## src/rtl/crt_pkg.sv

```systemverilog
`timescale 1ns / 1ps

package crt_pkg;

  // Special characters
  localparam logic [7:0] ChQuote = 8'h22;
  localparam logic [7:0] ChComma = 8'h2C;
  localparam logic [7:0] ChCr    = 8'h0D;
  localparam logic [7:0] ChLf    = 8'h0A;

  // Request opcodes
  localparam logic OpData = 1'b0;
  localparam logic OpEnd  = 1'b1;

  // Result kinds
  typedef enum logic [2:0] {
    KIND_DATA     = 3'd0,
    KIND_FIELD    = 3'd1,
    KIND_FIELDREC = 3'd2,
    KIND_RECONLY  = 3'd3,
    KIND_DROP     = 3'd4
  } kind_e;

  // One result
  typedef struct packed {
    kind_e       kind;
    logic [7:0]  out_byte;
    logic        last;
  } res_t;

  // Up to two results produced by one request
  typedef struct packed {
    logic [1:0] cnt;
    res_t       r0;
    res_t       r1;
  } push_t;

  // Result queue depth; must hold two pushes ahead of one pop
  localparam int unsigned QDepth = 4;
  localparam int unsigned QPtrW  = $clog2(QDepth);
  localparam int unsigned QCntW  = $clog2(QDepth + 1);

endpackage

```

## src/rtl/crt_in_if.sv

```systemverilog
`timescale 1ns / 1ps

interface crt_in_if;
  logic       valid;
  logic       ready;
  logic       op;
  logic [7:0] in_byte;

  modport source (output valid, output op, output in_byte, input ready);
  modport sink (input valid, input op, input in_byte, output ready);
endinterface

```

## src/rtl/crt_out_if.sv

```systemverilog
`timescale 1ns / 1ps

interface crt_out_if;
  logic       valid;
  logic       ready;
  logic [2:0] kind;
  logic [7:0] out_byte;
  logic       last;

  modport source (output valid, output kind, output out_byte, output last, input ready);
  modport sink (input valid, input kind, input out_byte, input last, output ready);
endinterface

```

## src/rtl/csv_record_tokenizer.sv

```systemverilog
`timescale 1ns / 1ps

// CSV record tokenizer. Each request is one input byte or an end-of-input
// mark; each result is a field data byte, a field end, a field-and-record
// end, a record end with no field, or a record-dropped mark, with last set
// on the final result of a request. A request passes through an input
// register and the decode logic into a four-entry result queue, so one
// request is taken per cycle as long as the consumer drains one result per
// cycle. Requests are held off while the queue has fewer than two free
// entries; a lone CR followed by another byte gives two results for that
// byte. Requests that give no result (an opening or closing quote, a CR)
// still pass through the input register and the decode logic.

module csv_record_tokenizer (
  input  logic      clk_i,
  input  logic      rst_ni,
  crt_in_if.sink    in_i,
  crt_out_if.source out_o
);
  import crt_pkg::*;

  push_t push;
  logic  room;
  res_t  res;

  // Tokenizer state machine with input register
  crt_fsm u_fsm (
    .clk_i      (clk_i),
    .rst_ni     (rst_ni),
    .in_valid_i (in_i.valid),
    .op_i       (in_i.op),
    .in_byte_i  (in_i.in_byte),
    .in_ready_o (in_i.ready),
    .room_i     (room),
    .push_o     (push)
  );

  // Result queue
  crt_res_fifo u_fifo (
    .clk_i       (clk_i),
    .rst_ni      (rst_ni),
    .push_i      (push),
    .room_o      (room),
    .out_valid_o (out_o.valid),
    .out_ready_i (out_o.ready),
    .out_res_o   (res)
  );

  assign out_o.kind     = res.kind;
  assign out_o.out_byte = res.out_byte;
  assign out_o.last     = res.last;

endmodule

```

## src/rtl/crt_fsm.sv

```systemverilog
`timescale 1ns / 1ps

module crt_fsm (
  input  logic          clk_i,
  input  logic          rst_ni,
  input  logic          in_valid_i,
  input  logic          op_i,
  input  logic [7:0]    in_byte_i,
  output logic          in_ready_o,
  input  logic          room_i,
  output crt_pkg::push_t push_o
);
  import crt_pkg::*;

  typedef enum logic [2:0] {
    ST_BETWEEN = 3'd0,
    ST_PLAIN   = 3'd1,
    ST_QUOTED  = 3'd2,
    ST_AFTERQ  = 3'd3,
    ST_AFTERCR = 3'd4
  } state_e;

  logic       valid_q, valid_d;
  logic       op_q;
  logic [7:0] byte_q;
  state_e     state_q, state_d;
  logic       nonempty_q, nonempty_d;
  logic       fire;
  logic       accept;
  push_t      push;

  // Input register: refills in the same cycle it is consumed
  assign fire       = valid_q && room_i;
  assign in_ready_o = !valid_q || room_i;
  assign accept     = in_valid_i && in_ready_o;
  assign valid_d    = accept ? 1'b1 : (fire ? 1'b0 : valid_q);

  // Tokenizer decode
  always_comb begin
    state_d    = state_q;
    nonempty_d = nonempty_q;
    push       = '0;
    if (op_q == OpEnd) begin
      push.cnt   = 2'd1;
      state_d    = ST_BETWEEN;
      nonempty_d = 1'b0;
      if (state_q == ST_PLAIN || state_q == ST_QUOTED || state_q == ST_AFTERQ ||
          state_q == ST_AFTERCR) begin
        push.r0.kind = nonempty_q ? KIND_FIELDREC : KIND_RECONLY;
      end else begin
        push.r0.kind = KIND_DROP;
      end
    end else begin
      unique case (state_q)
        ST_QUOTED: begin
          if (byte_q == ChQuote) begin
            state_d = ST_AFTERQ;
          end else begin
            push.cnt         = 2'd1;
            push.r0.kind     = KIND_DATA;
            push.r0.out_byte = byte_q;
            nonempty_d       = 1'b1;
          end
        end
        ST_AFTERCR: begin
          if (byte_q == ChLf) begin
            push.cnt     = 2'd1;
            push.r0.kind = KIND_FIELDREC;
            state_d      = ST_BETWEEN;
            nonempty_d   = 1'b0;
          end else begin
            // lone CR: emit it, then the byte, as plain field data
            push.cnt         = 2'd2;
            push.r0.kind     = KIND_DATA;
            push.r0.out_byte = ChCr;
            push.r1.kind     = KIND_DATA;
            push.r1.out_byte = byte_q;
            state_d          = ST_PLAIN;
            nonempty_d       = 1'b1;
          end
        end
        default: begin
          // between fields, plain field, after closing quote
          if (byte_q == ChComma) begin
            push.cnt     = 2'd1;
            push.r0.kind = KIND_FIELD;
            state_d      = ST_BETWEEN;
            nonempty_d   = 1'b0;
          end else if (byte_q == ChCr) begin
            state_d = ST_AFTERCR;
          end else if (byte_q == ChLf) begin
            push.cnt     = 2'd1;
            push.r0.kind = KIND_FIELDREC;
            state_d      = ST_BETWEEN;
            nonempty_d   = 1'b0;
          end else if (state_q != ST_PLAIN && state_q != ST_AFTERQ && byte_q == ChQuote) begin
            state_d = ST_QUOTED;
          end else begin
            push.cnt         = 2'd1;
            push.r0.kind     = KIND_DATA;
            push.r0.out_byte = byte_q;
            nonempty_d       = 1'b1;
            state_d          = (state_q == ST_AFTERQ) ? ST_QUOTED : ST_PLAIN;
          end
        end
      endcase
    end
    // mark the final result of this request
    if (push.cnt == 2'd2) begin
      push.r1.last = 1'b1;
    end else begin
      push.r0.last = 1'b1;
    end
    if (!fire) begin
      push.cnt = 2'd0;
    end
  end

  assign push_o = push;

  // Control state
  always_ff @(posedge clk_i or negedge rst_ni) begin
    if (!rst_ni) begin
      valid_q    <= 1'b0;
      state_q    <= ST_BETWEEN;
      nonempty_q <= 1'b0;
    end else begin
      valid_q <= valid_d;
      if (fire) begin
        state_q    <= state_d;
        nonempty_q <= nonempty_d;
      end
    end
  end

  // Request payload
  always_ff @(posedge clk_i) begin
    if (accept) begin
      op_q   <= op_i;
      byte_q <= in_byte_i;
    end
  end

endmodule

```

## src/rtl/crt_res_fifo.sv

```systemverilog
`timescale 1ns / 1ps

module crt_res_fifo (
  input  logic           clk_i,
  input  logic           rst_ni,
  input  crt_pkg::push_t push_i,
  output logic           room_o,
  output logic           out_valid_o,
  input  logic           out_ready_i,
  output crt_pkg::res_t  out_res_o
);
  import crt_pkg::*;

  res_t             mem_q [QDepth];
  logic [QPtrW-1:0] wr_q, rd_q;
  logic [QCntW-1:0] cnt_q, cnt_d;
  logic             pop;
  logic [QPtrW-1:0] wr_next;

  // Room for a worst-case push of two results
  assign room_o      = cnt_q <= QCntW'(QDepth - 2);
  assign out_valid_o = cnt_q != '0;
  assign out_res_o   = mem_q[rd_q];
  assign pop         = out_valid_o && out_ready_i;
  assign wr_next     = wr_q + QPtrW'(1);
  assign cnt_d       = cnt_q + QCntW'(push_i.cnt) - QCntW'(pop);

  // Pointers and fill count
  always_ff @(posedge clk_i or negedge rst_ni) begin
    if (!rst_ni) begin
      wr_q  <= '0;
      rd_q  <= '0;
      cnt_q <= '0;
    end else begin
      wr_q  <= wr_q + QPtrW'(push_i.cnt);
      cnt_q <= cnt_d;
      if (pop) begin
        rd_q <= rd_q + QPtrW'(1);
      end
    end
  end

  // Storage
  always_ff @(posedge clk_i) begin
    if (push_i.cnt != 2'd0) begin
      mem_q[wr_q] <= push_i.r0;
    end
    if (push_i.cnt == 2'd2) begin
      mem_q[wr_next] <= push_i.r1;
    end
  end

endmodule

```

## src/flat_wrapper.sv

```systemverilog
// flat-port wrapper written by rule: the top's interface ports become plain ports
module csv_record_tokenizer_flat import crt_pkg::*;
  (clk_i, rst_ni, in_i_valid, in_i_op, in_i_in_byte, in_i_ready, out_o_valid, out_o_kind, out_o_out_byte, out_o_last, out_o_ready);
  crt_in_if in_i_i ();
  crt_out_if out_o_i ();
  input  logic clk_i;
  input  logic rst_ni;
  input wire logic [$bits(in_i_i.valid)-1:0] in_i_valid;
  input wire logic [$bits(in_i_i.op)-1:0] in_i_op;
  input wire logic [$bits(in_i_i.in_byte)-1:0] in_i_in_byte;
  output wire logic [$bits(in_i_i.ready)-1:0] in_i_ready;
  output wire logic [$bits(out_o_i.valid)-1:0] out_o_valid;
  output wire logic [$bits(out_o_i.kind)-1:0] out_o_kind;
  output wire logic [$bits(out_o_i.out_byte)-1:0] out_o_out_byte;
  output wire logic [$bits(out_o_i.last)-1:0] out_o_last;
  input wire logic [$bits(out_o_i.ready)-1:0] out_o_ready;
  assign in_i_i.valid = in_i_valid;
  assign in_i_i.op = in_i_op;
  assign in_i_i.in_byte = in_i_in_byte;
  assign in_i_ready = in_i_i.ready;
  assign out_o_valid = out_o_i.valid;
  assign out_o_kind = out_o_i.kind;
  assign out_o_out_byte = out_o_i.out_byte;
  assign out_o_last = out_o_i.last;
  assign out_o_i.ready = out_o_ready;
  csv_record_tokenizer u_core (.clk_i(clk_i), .rst_ni(rst_ni), .in_i(in_i_i), .out_o(out_o_i));
endmodule
```

## config.mk

```make
export PLATFORM = sky130hd
export DESIGN_NAME = csv_record_tokenizer_flat
export DESIGN_NICKNAME = d
export VERILOG_FILES = /design/src/rtl/crt_pkg.sv /design/src/rtl/crt_in_if.sv /design/src/rtl/crt_out_if.sv /design/src/rtl/csv_record_tokenizer.sv /design/src/rtl/crt_fsm.sv /design/src/rtl/crt_res_fifo.sv /design/src/flat_wrapper.sv
export SDC_FILE = /design/constraint.sdc
export NUM_CORES = 1
export LEC_CHECK = 0
export BUFFER_PORTS_ARGS = -buffer_cell sky130_fd_sc_hd__buf_2
export CAP_MARGIN = 5
export CORE_AREA = 2 2 87 89
export DETAILED_ROUTE_END_ITERATION = 12
export DIE_AREA = 0 0 89 91
export HOLD_SLACK_MARGIN = 0.02
export PLACE_DENSITY = 0.82
export SYNTH_ARGS = -nofsm -noshare
export SYNTH_HDL_FRONTEND = slang
export SYNTH_SLANG_ARGS = --single-unit
```

## constraint.sdc

```tcl
create_clock -name clk_i -period 3.93 [get_ports clk_i]
set_input_delay 0.393 -clock clk_i [delete_from_list [all_inputs] [get_ports clk_i]]
set_output_delay 0.393 -clock clk_i [all_outputs]
set_load 0.02 [all_outputs]
```

-- Yosys cells after proc, flatten, opt, wreduce, memory -nomap -nowiden
Memories as Yosys holds them, arrays and structs flattened.
Index checks and enable logic that the tools add are counted.
- register bits: 21
- memory bits (writable): 48
- latch bits: 0
- word-level logic and storage cells: 89
- memories kept: 1
- bits of input ports: 13
- ROM bits: 0
- memories (memory ; words ; bits a word ; read ports ; clocked after Yosys merged registers in ; write ports ; line ; source):
    u_core.u_fifo.mem_q ; 4 ; 12 ; 1 ; 0 ; 2 ; crt_res_fifo.sv:14 ; res_t mem_q [QDepth];
- shifts and indexed selects: 0
- equal/unequal tests: 16
- add/sub/neg operators: 5
- bitwise operators: 0
- multiply operators: 0
- $lt $le $gt $ge: 1
- reductions and logical operators: 15
- divide/modulo/power cells: 0
- muxes and demuxes: 43
- operators with widths (operator ; number):
    8-bit 2-to-1 mux ; 5
    13-bit case mux with 2 select lines ; 1
    12-bit 2-to-1 mux ; 2
    3-bit 2-to-1 mux ; 6
    1-bit 2-to-1 mux ; 17
    8-bit by 4-bit == test with 1-bit output, second input constant ; 2
    8-bit by 6-bit == test with 1-bit output, second input constant ; 2
    5-bit 2-to-1 mux ; 3
    13-bit 2-to-1 mux ; 1
    11-bit 2-to-1 mux ; 1
    4-bit 2-to-1 mux ; 2
    3-bit by 2-bit == test with 1-bit output, second input constant ; 2
    2-bit 2-to-1 mux ; 3
    3-bit by 2-bit inequality test with 1-bit output, second input constant ; 2
    6-bit inequality test, second input constant ; 1
    3-bit case mux with 2 select lines ; 1
    1-bit logical AND ; 5
    5-bit inequality test, second input constant ; 1
    2-bit by 1-bit adder with 2-bit output, second input constant ; 2
    2-bit == test, second input constant ; 2
    1-bit logical OR ; 4
    4-bit AND reduction ; 1
    2-bit nonzero test ; 2
    3-bit by 2-bit adder with 3-bit output ; 1
    other kinds (11) ; 11

-- Longest topological paths before layout
- depth after elaboration: 13
- depth in mapped cells: 11

-- Hierarchy
From an unflattened synthesis, not the netlist that was laid out.
- cell total of the unflattened synthesis: 282
- area, all modules: 3977.6 um2
- modules (own cells, without submodules) (module ; area each (um2) ; times used ; sequential area each (um2) ; cells each):
    crt_res_fifo ; 2867.8 ; 1 ; 1616.6 ; 156
    crt_fsm ; 1109.8 ; 1 ; 395.4 ; 126

-- Worst setup path before layout
OpenSTA, ideal clock, no wires.
- kind: register -> register
- start: register u_core.u_fsm.byte_q[4]
- end: register u_core.u_fifo.cnt_q[2]
- arrival time: 2.787 ns
- required time: 3.807 ns
- clock period less this slack: 2.910 ns
- setup slack: 1.020 ns
- buffers on the path: 2
- setup time: 0.123 ns
- cell stages (with the launch flop): 12
- path through: edfxtp_1 > buf_6 > or3_1 > buf_2 > or4_1 > a31oi_1 > a21o_1 > inv_1 > ha_1 > fa_1 > xnor2_1 > xnor2_1
- cells in the longest elaborated chain, start to end: 11
- elaborated cells between the ends (all ways): 16
- those cells by class: add/sub (2); eq/ne (4); mux (9); reduce/logical (1)
- ends and longest elaborated chain (element ; line ; source):
    start: declaration ; crt_fsm.sv:25 ; logic [7:0] byte_q;
    start signal: assignment ; crt_fsm.sv:140 ; byte_q <= in_byte_i;
    8-bit by 6-bit == test with 1-bit output ; crt_fsm.sv:56, crt_fsm.sv:96 ;
    1-bit logical AND ; crt_fsm.sv:96 ; end else if (state_q != ST_PLAIN && state_q != ST_AFTERQ && byte_q == ChQuote) begin
    12-bit 2-to-1 mux ; crt_fsm.sv:96 ;
    4-bit 2-to-1 mux ; crt_fsm.sv:91 ; end else if (byte_q == ChLf) begin
    13-bit 2-to-1 mux ; crt_fsm.sv:89 ; end else if (byte_q == ChCr) begin
    5-bit 2-to-1 mux ; crt_fsm.sv:84 ; if (byte_q == ChComma) begin
    13-bit case mux with 2 select lines * ; crt_fsm.sv:54 ; unique case (state_q)
    5-bit 2-to-1 mux * ; crt_fsm.sv:43 ; if (op_q == OpEnd) begin
    2-bit 2-to-1 mux * ; crt_fsm.sv:114 ; if (!fire) begin
    3-bit by 2-bit adder with 3-bit output * ; crt_res_fifo.sv:26 ; assign cnt_d = cnt_q + QCntW'(push_i.cnt) - QCntW'(pop);
    3-bit by 1-bit subtractor with 3-bit output * ; crt_res_fifo.sv:26 ;
    net u_core.u_fifo.cnt_d[2] ; crt_res_fifo.sv:16 ; logic [QCntW-1:0] cnt_q, cnt_d;
    end signal: assignment ; crt_res_fifo.sv:36 ; cnt_q <= cnt_d;
    end: declaration ; crt_res_fifo.sv:16 ;
The timed path passes the listed nets; every way through them passes the cells marked *.
A chain may end at the register's enable or synchronous reset.

==> flow_metrics.env <==
export IMPL_yosys_area_top_type_share_pct=35.5
export IMPL_slew_viol_final=0
export IMPL_io_pins=27
export IMPL_rr_startpoint="u_core.u_fsm.byte_q[4]"
export IMPL_clkLatencyLatePin_ns=0.36
export IMPL_viasPerCell=6.30
export IMPL_clock_sinks=69
export IMPL_fin_skew_ns=0.00671
export IMPL_ff2ff_path_depth=5
export IMPL_totalNegativeSetupSlack_ns=0
export IMPL_ys_flop_type="edfxtp_1"
export IMPL_fmax_mhz=302
export IMPL_ant_nets=0
export IMPL_synth_warning_count=0
export IMPL_drt_iter0_markers=426
export IMPL_power_density_nw_per_um2=748
export IMPL_grt_pass1_wl_mm=14.5
export IMPL_p_leak_nw=1.48
export IMPL_design_power_total_mw=3.14
export IMPL_clock_root_buffer="clkbuf_8"
export IMPL_ys_ff_latch=69
export IMPL_r2r_setup_slack_ns=0.62
export IMPL_ys_async_sr_fraction_pct=17.4
export IMPL_htree_levels=3
export IMPL_peakVddDrop_mv=0.473
export IMPL_nNetsFinal=403
export IMPL_rows=31
export IMPL_syn_area_per_cell_um2=10.4
export IMPL_synth_largest_area_cell="edfxtp_1"
export IMPL_rsz0062_at_grt="no"
export IMPL_layout_min_cycle_time_ns=3.31
export IMPL_grt_pass1_vias=2811
export IMPL_cts_buffer_depth=2
export IMPL_fillCellCount=615
export IMPL_area_growth_pct=10.2
export IMPL_max_cap_violations=0
export IMPL_grt_antenna_before_repair=0
export IMPL_rr_endpoint="u_core.u_fifo.mem_q[1][1]"
export IMPL_fp_dieW_um=89
export IMPL_antenna_cells=0
export IMPL_clk_pin_slew_worst_paths_ns=0.08
export IMPL_numCtsBuffers=9
export IMPL_min_delay_start="in_i_op"
export IMPL_dr_pass1_iters=6
export IMPL_port_buffers=26
export IMPL_hold_buffers=1
export IMPL_gp_congestion=0.928
export IMPL_hold_viol_final=0
export IMPL_drcViolationCount=0
export IMPL_tightest_slew_ns=0.984
export IMPL_fp_dieArea_um2=8100
export IMPL_critPathLaunchType="flop"
export IMPL_crit_required_ns=3.99
export IMPL_synth_cell_types=59
export IMPL_slew_headroom_pct=32.7
export IMPL_synth_seq_area_share_pct=49.7
export IMPL_hpwl_mm=6.33
export IMPL_critPathArrivalTime_ns=3.38
export IMPL_crit_fanout=20
export IMPL_syn_area_um2=3810
export IMPL_setup_viol=0
export IMPL_crit_chain="or3_1, or4_1, a311o_1, a21oi_1, inv_1"
export IMPL_critPathMaxStageDelay_ns=0.69
export IMPL_cp_end_kind="flop"
export IMPL_holdPathStages=1
export IMPL_final_area_um2=4200
export IMPL_finalCritPeriodShare_pct=84.3
export IMPL_coreArea_um2=7140
export IMPL_postCtsSetupBuffers=0
export IMPL_synth_nets=386
export IMPL_start_util_pct=53.4
export IMPL_finalWirelength_mm=9.00
export IMPL_cts_tree="yes"
export IMPL_gr_total_overflow=0
export IMPL_place_area_um2=3980
export IMPL_criticalPathCategory="reg2reg"
export IMPL_layout_commonest_cell="edfxtp_1"
export IMPL_grt_max_degree=22
export IMPL_via_count=3083
export IMPL_postSynthCellCount=368
export IMPL_outcome="complete, no violations"
export IMPL_drive_above_1_share_pct=19.0
export IMPL_synth_edff_count=45
export IMPL_worst_path_max_delay_cell="or4_1"
export IMPL_synthTopCellsByArea="edfxtp_1, dfrtp_1, mux4_2, dfxtp_1, nand3_1"
export IMPL_die_h_um=91
export IMPL_wire_per_inst_um=18.4
export IMPL_final_cell_mix="edfxtp_1, nand2_1, nand3_1"
export IMPL_whs_endpoint="u_core.u_fsm.op_q"
export IMPL_grtUsageTotal_pct=23.7
export IMPL_min_path_type="in2reg"
export IMPL_ctsResizeCount=0
[logic make-up (layout without fill, tap and decap cells)]
logic type	Yosys count	count (layout)	share of synthesized area (%)
mux	14	14	7.62
compound gates	96	96	15.4
simple gates	132	132	18.3
fa+ha+maj	5	5	1.84
buf+inv	44	66	5.32
flops	69	69	49.7
xor+xnor	8	8	1.84
[state kept, by name, summed over array words and instances (netlist names)]
signal / cells
u_core.u_fsm.op_q: 1
u_core.u_fsm.nonempty_q: 1
u_core.u_fsm.byte_q: 8
u_core.u_fifo.rd_q: 2
u_core.u_fsm.state_q: 3
u_core.u_fifo.wr_q: 2
u_core.u_fifo.mem_q: 48
u_core.u_fsm.valid_q: 1
u_core.u_fifo.cnt_q: 3
[metrics by stage]
step                hold WS [ns]  setup WS, ns  utilization [%]  std cells
floorplan                 0.0974          1.02                -        368
global placement           0.278         0.739             55.8        472
detailed placement         0.286         0.650             55.8        472
CTS                        0.191         0.624             58.8        489
global route               0.191         0.464             58.8        489
finish                     0.202         0.617             58.8        489
[critical path: cells and delay by family, from the launching register on]
family	cells	cell delay, ns
flip-flops	1	0.53
AO/OA/AOI/OAI	2	0.95
buffers and inverters	1	0.25
AND/OR/NAND/NOR	2	1.27
[layout make-up]
class                   count  area (um^2)  share of cell area, %
inverters                  14         52.6                   1.25
repair buffers             36          208                   4.95
flip-flops and latches     69         1890                   45.1
clock inverters             7         82.6                   1.97
clock buffers               9          124                   2.95
well taps                  99          124                   2.95
multi-input cells         255         1720                   40.9
[where the power goes]
group          switching, mW  total (mW)  internal, mW
clock network          0.306       0.608         0.302
logic                  0.754        1.26         0.511
registers              0.251        1.27          1.01
[layer usage]
metal,vias up,global-route usage [%],routed length (um),share of wire (%)
met5,-,0,0,0
met4,0,9.33,265,2.9
met3,30,4.27,733,8.1
met2,188,36.5,4180,46
met1,1450,33.1,3830,42
li1,1415,-,-,-
[cell usage after synthesis (2+ instances only)]
cell type and n:
inv_1 14, a31oi_1 5, dfrtp_1 12, buf_6 4, a2111oi_0 4, buf_1 2
nand3b_1 2, xnor2_1 5, ha_1 4, nand3_1 30, nand4_1 3, and3_1 2
xor2_1 3, buf_2 3, o22ai_1 8, or3_1 2, a211oi_1 2, edfxtp_1 45
nor3_1 18, nor3_2 2, o21ai_0 29, o21ai_1 12, a21oi_1 22, clkbuf_1 20
nand2_1 33, nand2b_1 7, a21o_1 2, nor2_1 14, mux2i_1 2, and2_1 3
a41oi_1 2, nor2b_1 3, dfxtp_1 12, mux4_2 12
[how the worst max path moves through the flow]
stage | start | to | slack [ns] | cells past startpoint
detailed placement | u_core.u_fsm.byte_q[4] | u_core.u_fifo.mem_q[1][8] | 0.65 | 5
global placement | u_core.u_fsm.byte_q[4] | u_core.u_fifo.mem_q[1][5] | 0.74 | 5
global route | u_core.u_fsm.byte_q[4] | u_core.u_fifo.mem_q[1][2] | 0.46 | 5
floorplan | u_core.u_fsm.byte_q[4] | u_core.u_fifo.cnt_q[2] | 1.02 | 11
CTS | u_core.u_fsm.byte_q[4] | u_core.u_fifo.mem_q[1][6] | 0.62 | 5
finish | u_core.u_fsm.byte_q[4] | u_core.u_fifo.mem_q[1][1] | 0.62 | 5
(Power assumes the default switching activity.)
